--- config.mk ---
export PLATFORM = sky130hd
export DESIGN_NAME = ppsc_merge
export DESIGN_NICKNAME = d
export VERILOG_FILES = /design/src/hw/rtl/ppsc_pkg.sv /design/src/hw/rtl/ppsc_merge.sv
export SDC_FILE = /design/constraint.sdc
export NUM_CORES = 1
export LEC_CHECK = 0
export BUFFER_PORTS_ARGS = -buffer_cell sky130_fd_sc_hd__buf_2
export CORE_AREA = 2 2 287 289
export CTS_BUF_LIST = sky130_fd_sc_hd__clkbuf_8
export CTS_CLUSTER_SIZE = 12
export DETAILED_ROUTE_END_ITERATION = 8
export DIE_AREA = 0 0 289 291
export GPL_ROUTABILITY_DRIVEN = 0
export GPL_TIMING_DRIVEN = 0
export SYNTH_ARGS = -nofsm -noshare
export SYNTH_HDL_FRONTEND = slang
export SYNTH_SLANG_ARGS = --single-unit
--- constraint.sdc ---
create_clock -name clk -period 9.1 [get_ports clk]
set_clock_uncertainty 0.15 [all_clocks]
set_input_delay 0.455 -clock clk [delete_from_list [all_inputs] [get_ports clk]]
set_output_delay 0.455 -clock clk [all_outputs]
set_load 0.05 [all_outputs]
--- src/hw/rtl/ppsc_pkg.sv ---
// Shared types, widths and constants for the power sharpening block.
// No dependencies; every other file refers to it by scoped names.
`timescale 1ns / 1ps

package ppsc_pkg;

  localparam int FRAC_BITS = 16;
  localparam int ONE       = 1 << FRAC_BITS;
  localparam int NB        = 8;                 // buckets per word
  localparam int PW        = FRAC_BITS + 1;     // probability width
  localparam int GW        = FRAC_BITS + 2;     // gain register width
  localparam int AW        = FRAC_BITS + 3;     // alpha width
  localparam int SW        = FRAC_BITS + 4;     // width of a sum of NB probabilities
  localparam int LOG_BITS  = 24;
  localparam int WORK_BITS = 30;
  localparam int YW        = WORK_BITS + 1;
  localparam int MW        = $clog2(FRAC_BITS + 1);
  localparam int EXP_K_MAX = 40;
  localparam int N1_W      = 2 * FRAC_BITS + 1; // renormalize numerator
  localparam int SP_W      = PW + SW + 1;       // spread numerator
  localparam int EIGHTH    = ONE >> 3;

  // register indexes
  localparam logic REG_BUCKET_CAP = 1'b0;
  localparam logic REG_ALPHA_GAIN = 1'b1;

  // out_tuser bits
  localparam int USER_CAPPED  = 0;
  localparam int USER_UNIFORM = 1;

  typedef logic [PW-1:0]          prob_t;
  typedef logic [NB-1:0][PW-1:0]  prob_vec_t;
  typedef logic [AW-1:0]          alpha_t;
  typedef logic [SW-1:0]          sum_t;

  typedef struct packed {
    prob_vec_t       vc;
    logic [NB-1:0]   bm;
    logic            spread_en;
    logic            capped;
    logic            uniform;
  } clip_t;

  typedef struct packed {
    prob_vec_t       v2;
    logic            capped;
    logic            uniform;
    logic            total_zero;
  } merge_t;

  function automatic logic [63:0] isqrt64(input logic [63:0] v_in);
    logic [63:0] v;
    logic [63:0] r;
    logic [63:0] b;
    v = v_in;
    r = '0;
    b = 64'd1 << 62;
    while (b > v) b = b >> 2;
    while (b != 64'd0) begin
      if (v >= r + b) begin
        v = v - (r + b);
        r = (r >> 1) + b;
      end else begin
        r = r >> 1;
      end
      b = b >> 2;
    end
    return r;
  endfunction

  // 2^(-2^-idx) in Q.30
  function automatic logic [YW-1:0] exp_coef(input int idx);
    logic [63:0] c;
    c = 64'd1 << (WORK_BITS - 1);
    for (int j = 1; j <= idx; j++) c = isqrt64(c << WORK_BITS);
    return c[YW-1:0];
  endfunction

endpackage

--- src/hw/rtl/ppsc_merge.sv ---
// Adds the spread share back onto the buckets below the cap, reclips, totals,
// and builds the final renormalize numerators. Depends on ppsc_pkg.
`timescale 1ns / 1ps

module ppsc_merge (
  input  logic                                       clk,
  input  logic                                       rst_n,
  input  logic                                       en,
  input  logic                                       in_vld,
  input  ppsc_pkg::prob_vec_t                        in_q,
  input  ppsc_pkg::clip_t                            in_side,
  input  ppsc_pkg::prob_t                            cap,
  output logic                                       out_vld,
  output logic [ppsc_pkg::NB-1:0][ppsc_pkg::N1_W-1:0] out_num,
  output ppsc_pkg::sum_t                             out_den,
  output ppsc_pkg::merge_t                           out_side
);

  localparam int NB = ppsc_pkg::NB;
  localparam int PW = ppsc_pkg::PW;
  localparam int NW = ppsc_pkg::N1_W;

  logic [NB-1:0][PW:0]  t;
  ppsc_pkg::prob_vec_t  v2;

  always_comb begin
    for (int i = 0; i < NB; i++) begin
      t[i] = (PW+1)'(in_side.vc[i]) + (PW+1)'(in_q[i]);
      if (in_side.spread_en && in_side.bm[i]) begin
        v2[i] = (t[i] < (PW+1)'(cap)) ? t[i][PW-1:0] : cap;
      end else begin
        v2[i] = in_side.vc[i];
      end
    end
  end

  logic                m1_vld_r;
  ppsc_pkg::prob_vec_t m1_v2_r;
  logic                m1_capped_r;
  logic                m1_uniform_r;

  always_ff @(posedge clk) begin
    if (!rst_n) m1_vld_r <= 1'b0;
    else if (en) m1_vld_r <= in_vld;
  end

  always_ff @(posedge clk) begin
    if (en) begin
      m1_v2_r      <= v2;
      m1_capped_r  <= in_side.capped;
      m1_uniform_r <= in_side.uniform;
    end
  end

  ppsc_pkg::sum_t total;

  always_comb begin
    total = '0;
    for (int i = 0; i < NB; i++) total = total + ppsc_pkg::SW'(m1_v2_r[i]);
  end

  logic                m2_vld_r;
  ppsc_pkg::prob_vec_t m2_v2_r;
  ppsc_pkg::sum_t      m2_total_r;
  logic                m2_capped_r;
  logic                m2_uniform_r;

  always_ff @(posedge clk) begin
    if (!rst_n) m2_vld_r <= 1'b0;
    else if (en) m2_vld_r <= m1_vld_r;
  end

  always_ff @(posedge clk) begin
    if (en) begin
      m2_v2_r      <= m1_v2_r;
      m2_total_r   <= total;
      m2_capped_r  <= m1_capped_r;
      m2_uniform_r <= m1_uniform_r;
    end
  end

  always_comb begin
    for (int i = 0; i < NB; i++) begin
      out_num[i] = (NW'(m2_v2_r[i]) << ppsc_pkg::FRAC_BITS) + NW'(m2_total_r >> 1);
    end
  end

  assign out_vld             = m2_vld_r;
  assign out_den             = m2_total_r;
  assign out_side.v2         = m2_v2_r;
  assign out_side.capped     = m2_capped_r;
  assign out_side.uniform    = m2_uniform_r;
  assign out_side.total_zero = (m2_total_r == '0);

endmodule

==> results.md, run 1 <==
* Status: complete, no violations
* Count of antenna-violating nets left after detailed routing at 0
* Cell variety after synth at between 70 and 80
* Largest net degree at the start of global routing at 124
* TritonCTS clock tree: yes
* Drt total wl at roughly 120000 µm
* Cells along the critical path: inv_1, fa_1, nor2b_1, nor2_1, nor3_1, nand4_1, xnor2_1, buf_2
* Register-to-Register Setup Slack at approximately 3.6 ns
* Average via count per standard cell at approximately 5.3
* Switching part of the total power at 0.541
* Flop and latch count out of synthesis at 298
* Clock latency at the later pin of the worst-skew pair at 0.66 ns
* Kind of cell with the highest combined delay on the critical path: simple AND/OR/NAND/NOR gates
* Fraction of power consumed by sequential logic at 0.203
* Count of pins on the block boundary at 728
* Yosys warning total at 0
* Number of buffers on the longest clock path at 3
* Die Footprint at 84100 µm²
* Post-Route Hold Slack at ~0.052 ns
* End point of the worst hold path: m1_v2_r[16]
* Count of buffer and inverter cells on the critical path at 2
* Number of sinks on the clock net at 298
* Min-Delay Path Class: primary input to register
* Dpl cell area at about 34000 µm²
* Height of the die at between 200 and 300 µm
* Worst min-delay path startpoint: in_side[27]
* Number of antenna violations at the first check in global routing at 32
* Final Setup Violations at 0
* R2r worst-path depth at 18
* Worst-path cell with the longest stage delay: nor3_1
* Total internal power at 5.09 mW
* Syn_area_per_cell at ~9.4 µm²
* Remaining max-slew budget at the tightest pin at 0.0631
* Count of pins over their slew limit at 0
* Area Growth Syn to Fin at 22.3%
* Category of the worst setup path launch point: register
* Async S/R FF share, synth at 0
* Cell type with the largest total area after synthesis: edfxtp_1
* Final critical-path share of the clock period at 0.610
* Final standard cell area without fillers at between 30000 and 40000 µm²
* Power per cell area at 318 nW/µm²
* Number of H-tree branching levels at 2
* Detailed-router iteration count before antenna repair at 6
* CP peak stage delay at 0.98 ns
* Min setup slack post-route at between 3 and 4 ns
* Most common flop cell mapped by yosys: edfxtp_1
* Routed wire length per instance at around 25 µm
* Worst vdd rail ir drop at 0.292 mV
* Via count of the first global-routing pass at between 20000 and 25000
* Detail Placement HPWL at ~100000 µm
* Time the worst path needs with I/O delays and setup at between 5 and 6 ns
* Cell types with the largest area share after synthesis: edfxtp_1 31%, ha_1 13%, fa_1 8.2%
* Core area at 81200 µm²
* Maximum achievable frequency at 0.180 GHz
* Data required time of the critical path at 8.50 ns
* RSZ-0062 raised after global routing: no
* Largest fanout on the critical path at 11
* Initial drt markers at roughly 2500
* Number of buffers added on ports at approximately 710
* Initial Util at 0.352
* Share of the yosys chip area belonging to registers at 0.312
* Routed via count at 26600
* Number of enable flip-flop cells after synthesis at approximately 300
* Share of post-route cells with drive strength above 1 at 0.246
* Clock root buffer: clkbuf_8
* Final Hold Fails at 0
* Crit Path Category: register to output port
* Number of standard-cell rows in the floorplan at around 110
* Maxcap violations at 0
* Post-route setup TNS at 0 ns
* Worst Setup End Kind: output port
* Residual DRC count at 0
* Net count after synthesis at around 3800
* Transition time at the pin with the least slew margin at 1.41 ns
* Post-synthesis instance total at around 3100
* Wire length of the first global-routing pass at approximately 170000 µm
* Inserted Clock Buffers at 51
* Static leakage at roughly 16 nW
* Clk pwr share at 0.106
* Final net count at 4588
* Clock-pin slew on the worst setup and hold paths at ~0.060 ns
* Total congestion overflow at 0
* Worst path arrival time at a little under 5 ns
* Share of power burned in combinational logic at 0.690
* R2R Path Start: m1_v2_r[19]
* Post-Syn Area at between 20000 and 30000 µm²
* Fraction of synthesized cell area taken by the top area cell type at 0.311
* Place WS at around 3.5 ns
* Combined global-route utilization of all metal layers at 0.281
* Die boundary width at 289 µm
* Number of cells on the worst hold path at 3
* Sw power at between 6 and 7 mW
* Endpoint of the most critical register-to-register path: out_den[16]
## cell type report
cell class                 instances  area [µm²]
inverter                         345        1290
antenna                           14        35.0
fill                            8093       46200
buffer                           213        1350
sequential                       298        8930
multi-input combinational       2194       17000
timing repair buffer             756        4040
clock buffer                      52         716
tap                             1070        1340
clock inverter                    38         234
## cells by family (layout without fill, tap and decap cells)
family,Yosys count,count (layout),synth area share
AND/OR/NAND/NOR,791,791,0.134
AO/OA/AOI/OAI,694,694,0.154
buffers and inverters,558,1404,0.0926
multiplexers,66,66,0.0232
other,0,14,0
flip-flops,298,298,0.312
XOR/XNOR,218,218,0.0668
adder cells (fa/ha/maj),425,425,0.217
## power groups by stage
stage | Sequential [mW] | Clock, mW | Combinational (mW)
after global routing | 2.29 | 1.26 | 8.40
final | 2.26 | 1.18 | 7.67
after global placement | 2.30 | 0 | 7.62
after floorplan | 2.46 | 0 | 5.45
after CTS | 2.27 | 1.21 | 7.70
after detailed placement | 2.30 | 0 | 7.65
## synthesized netlist by cell type (all sizes together) (59+ instances only)
| cell | count |
|---|---|
| clkbuf | 63 |
| nor2 | 202 |
| a21oi | 137 |
| nand3 | 147 |
| fa | 117 |
| o21ai | 219 |
| nand2 | 167 |
| xnor2 | 169 |
| buf | 150 |
| a31oi | 87 |
| mux2i | 64 |
| edfxtp | 296 |
| ha | 308 |
| a21o | 59 |
| inv | 345 |
## stage by stage
stage	util	std cells	power, mW
5_1_grt	0.430	4976	11.9
3_3_place_gp	0.412	4834	9.92
4_1_cts	0.430	4966	11.2
6_report	0.430	4980	11.1
2_1_floorplan	-	3050	7.90
3_5_place_dp	0.413	4836	9.95
## worst register-to-register path, stage by stage (launching register included)
cell and delay [ns]:
edfxtp_1 0.55, inv_1 0.11, fa_1 0.59, inv_1 0.07, fa_1 0.45, fa_1 0.49, inv_1 0.05, fa_1 0.48
inv_1 0.04, ha_1 0.21, fa_1 0.46, a21oi_1 0.15, o21bai_1 0.10, a21oi_1 0.22, o21ai_0 0.21, a211oi_1 0.44
o41ai_1 0.15, a21oi_1 0.18, xnor2_1 0.20
## worst max-delay path by stage
stage	startpoint	depth (start not counted)	endpoint	slack (ns)
finish	out_den[18]	8	out_num[263]	3.55
global route	m1_v2_r[19]	18	out_den[16]	3.19
detailed placement	m1_v2_r[19]	18	out_den[16]	3.54
CTS	out_den[18]	8	out_num[263]	3.28
global placement	en	1	out_side[72]	2.98
floorplan	m1_v2_r[54]	15	out_den[19]	4.32
## routing by layer
metal	vias to the layer above	track usage	wire length, µm
met3	329	0.0605	11100
li1	12400	-	-
met5	-	0	115
met1	12500	0.352	48200
met4	18	0.155	7610
met2	1385	0.448	55400
## layout by cell type, fill, tap and decap left out, types with 8 or more instances in the layout
master and count:
xnor2_1 169, o211ai_1 19, o21a_1 29, clkbuf_1 63, o31ai_1 13, buf_4 135
o21ai_1 35, edfxtp_1 296, a21oi_1 136, nor2_1 202, nor3_1 56, buf_2 721
a21o_1 59, and4_1 9, nand2b_1 24, a211oi_1 29, nand4_1 33, fa_1 117
ha_1 308, clkinv_1 12, a211o_1 8, o2111ai_1 8, and2_1 13, o21bai_1 11
o21ai_0 183, nand3_1 147, diode_2 14, and3_1 37, mux2i_1 64, a31oi_1 86
xor2_1 49, or3_1 22, nand2_1 166, clkbuf_8 52, inv_1 356, nor2b_1 41
dlygate4sd3_1 40, clkinv_2 9, or2_2 9, o31a_1 9
## what timing repair did
item | in CTS | in global routing
endpoints found under the hold margin | 40 | 0
hold buffers | 40 | 0
buffers inserted | 0 | 0
gates resized for setup | 0 | 0
No activity file was read; power rests on OpenSTA's default activity.
==> inputs of run 2 (changes only) <==
- ABC_AREA: default -> 1
- CORE_AREA: 2 2 287 289 -> 2 2 286 288
- DIE_AREA: 0 0 289 291 -> 0 0 288 290
- clock period: 9.1 -> 5.61 ns (I/O delays scaled with it)
==> run 2 against run 1 <==
  * Routed wire length shrank 0.83%
  * Sequential cell count is the same
  * Utilization grew 3.9 points
  * Cell count grew 17%
  * Critical path depth grew 9
  * Sequential share of layout area shrank 1.8 points
  * Final area grew 7.8%
  * Clock power grew 79%
  * Combinational power grew 66%
  * Worst setup slack lost 3.2 ns
  * Global-route usage is essentially flat
==> results.md, run 2 <==
* Min-Delay Path Class: primary input to register
* Initial Util at 0.375 (+0.0233)
* Net count after synthesis at 4511 (+19%)
* Residual DRC count at 0 (unchanged)
* Initial drt markers at 2376 (-4.5%)
* Total congestion overflow at 0 (unchanged)
* Area Growth Syn to Fin at 25.2%
* Transition time at the pin with the least slew margin at 1.25 ns (-0.153 ns)
* TritonCTS clock tree: yes
* Worst Setup End Kind: register
* Time the worst path needs with I/O delays and setup at roughly 5.3 ns
* RSZ-0062 raised after global routing: no
* Height of the die at 290 µm (-0.34%)
* Data required time of the critical path at 5.87 ns (-2.63 ns)
* Worst vdd rail ir drop at 0.475 mV (+63%)
* Cell types with the largest area share after synthesis: edfxtp_1 30%, ha_1 13%, nand2_1 12%
* Final critical-path share of the clock period at 0.941
* Die Footprint at 83500 µm² (-0.69%)
* Number of buffers on the longest clock path at 3 (unchanged)
* Die boundary width at 288 µm (-0.35%)
* Fraction of synthesized cell area taken by the top area cell type at 0.296 (-0.0155)
* Drt total wl at 121000 µm (-0.83%)
* Number of H-tree branching levels at 2 (unchanged)
* Yosys warning total at 0 (unchanged)
* Maximum achievable frequency at 0.189 GHz
* Category of the worst setup path launch point: register
* Final Setup Violations at 0 (unchanged)
* Flop and latch count out of synthesis at 298 (unchanged)
* Static leakage at 19.6 nW (+20%)
* Number of antenna violations at the first check in global routing at 17 (-47%)
* Routed wire length per instance at 20.8 µm (-15%)
* Cell variety after synth at 55 (-29%)
* Final std cells w/o fill at 5824 (+17%)
* Number of sinks on the clock net at 298 (unchanged)
* Share of post-route cells with drive strength above 1 at 0.214 (-0.0315)
* Wire length of the first global-routing pass at 174000 µm (+2.8%)
* Detailed-router iteration count before antenna repair at 6 (unchanged)
* Core area at 80200 µm² (-1.3%)
* Place WS at 0.280 ns (-3.26 ns)
* Cell type with the largest total area after synthesis: edfxtp_1
* Crit Path Category: register to register
* Worst path arrival time at 5.54 ns (+0.59 ns)
* Count of pins over their slew limit at 0 (unchanged)
* Number of enable flip-flop cells after synthesis at 296 (unchanged)
* Routed via count at 29300 (+10%)
* Most frequently used cell type in the post-synthesis netlist: nand2_1
* Combined global-route utilization of all metal layers at 0.281 (about the same)
* Number of buffers added on ports at 726 (+1.7%)
* Post-synth top cells: 992 x nand2_1, 602 x inv_1, 308 x ha_1
* Most common cell after layout, fill and taps aside: nand2_1
* Count of pins on the block boundary at 728 (unchanged)
* Largest fanout on the critical path at 5 (-6)
* Number of placed instances with taps included at 5570 (+15%)
* Clock-pin slew on the worst setup and hold paths at 0.05 ns (about the same)
* Most common flop cell mapped by yosys: edfxtp_1
* Status: complete, no violations
* Post-Syn Area at 30100 µm² (+5.3%)
* Syn_area_per_cell at 7.95 µm² (-15%)
* Share of the yosys chip area belonging to registers at 0.297 (-0.0156)
* Post-synthesis instance total at 3782 (+24%)
* Largest net degree at the start of global routing at 119 (-4.0%)
* Inserted Clock Buffers at 56 (+9.8%)
* Average via count per standard cell at 5.03 (-5.9%)
* Remaining max-slew budget at the tightest pin at 0.160 (+0.0968)
* Leading cell types in the layout, fill and taps excluded: 992 x nand2_1, 745 x buf_2, 614 x inv_1
* Count of antenna-violating nets left after detailed routing at 0 (unchanged)
* Final Hold Fails at 0 (unchanged)
* Detail Placement HPWL at 99700 µm (-1.3%)
* Via count of the first global-routing pass at 27700 (+13%)
* Clock root buffer: clkbuf_8
* Number of standard-cell rows in the floorplan at 104 (-0.95%)
* Async S/R FF share, synth at 0 (unchanged)
* Min setup slack post-route at 0.332 ns (-3.22 ns)
* Clock latency at the later pin of the worst-skew pair at 0.66 ns (about the same)
* Power per cell area at 490 nW/µm² (+54%)
* Final net count at 5444 (+19%)
* Maxcap violations at 0 (unchanged)
-- run 2: final timing paths --
check / from / end / slack [ns] / depth (start not counted)
setup / recovery: m1_v2_r[19] / out_den[14] / 0.33 / 17
setup reg to reg: m1_v2_r[19] / out_den[14] / 0.33 / 17
hold / removal: in_side[98] / m1_v2_r[87] / 0.06 / 3
hold reg to reg: m1_capped_r / m2_capped_r / 0.27 / 0
-- run 2: worst max-delay path, stage by stage, from the launching register on --
cell      delay (ns)
edfxtp_1        0.56
inv_1           0.12
fa_1            0.51
inv_1           0.06
fa_1            0.45
fa_1            0.49
inv_1           0.05
fa_1            0.48
inv_1           0.04
ha_1            0.27
fa_1            0.49
nand3_1         0.10
nand2_1         0.09
a21boi_1        0.28
o21ai_0         0.18
a31oi_1         0.23
o21ai_0         0.14
xor2_1          0.34
-- run 2: cells by family (layout without fill, tap and decap cells) --
logic type | Yosys count | count (layout) | synth area share
AND/OR/NAND/NOR | 1699 | 1699 | 0.250
buffers and inverters | 807 | 1780 | 0.120
adder cells (fa/ha/maj) | 425 | 425 | 0.206
AO/OA/AOI/OAI | 343 | 343 | 0.0659
flip-flops | 298 | 298 | 0.297
XOR/XNOR | 210 | 210 | 0.0612
other | 0 | 9 | 0
-- run 2: power by group --
| group | leakage [nW] | switching, mW | internal, mW |
|---|---|---|---|
| combinational | 16.1 | 8.65 | 4.04 |
| sequential | 2.91 | 0.533 | 3.12 |
| clock | 0.590 | 0.991 | 1.12 |
-- run 2: layout make-up --
| cell class | instances | area [µm²] |
|---|---|---|
| Clock inverter | 41 | 282 |
| Timing Repair Buffer | 875 | 5160 |
| Antenna cell | 9 | 22.5 |
| Tap cell | 1060 | 1330 |
| Sequential cell | 298 | 8930 |
| Clock buffer | 57 | 785 |
| Inverter | 629 | 2360 |
| Buffer | 178 | 1250 |
| Multi-Input combinational cell | 2677 | 17500 |
| Fill cell | 8038 | 42500 |
-- run 2: per-stage QoR --
step           hold WS [ns]  setup TNS (ns)   util  cell area (µm²)  total power [mW]
6_report             0.0569               0  0.470            37700              18.5
5_1_grt              0.0333               0  0.470            37700              20.0
4_1_cts            0.000520               0  0.470            37600              18.6
3_5_place_dp          0.255               0  0.438            35100              16.3
3_3_place_gp          0.256         -117.90  0.437            35000              16.2
2_1_floorplan         0.229               0      -            30100              12.9
-- run 2: per-layer routing --
layer / share of wire / wire length, µm / global-route usage / vias to the layer above
li1: - / - / - / 14200
met1: 0.40 / 49100 / 0.352 / 13700
met4: 0.039 / 4700 / 0.0988 / 4
met3: 0.070 / 8540 / 0.0390 / 223
met2: 0.49 / 59000 / 0.490 / 1212
met5: 0.00023 / 28 / 0 / -
-- run 2: timing repair --
action / 4_1_cts / 5_1_grt
pin swaps: 0 / 0
buffers inserted: 3 / 0
gates cloned: 0 / 0
resized for setup: 1 / 1
endpoints found under the setup margin: 6 / 1
hold buffers: 144 / 0
hold endpoints to repair: 202 / 0
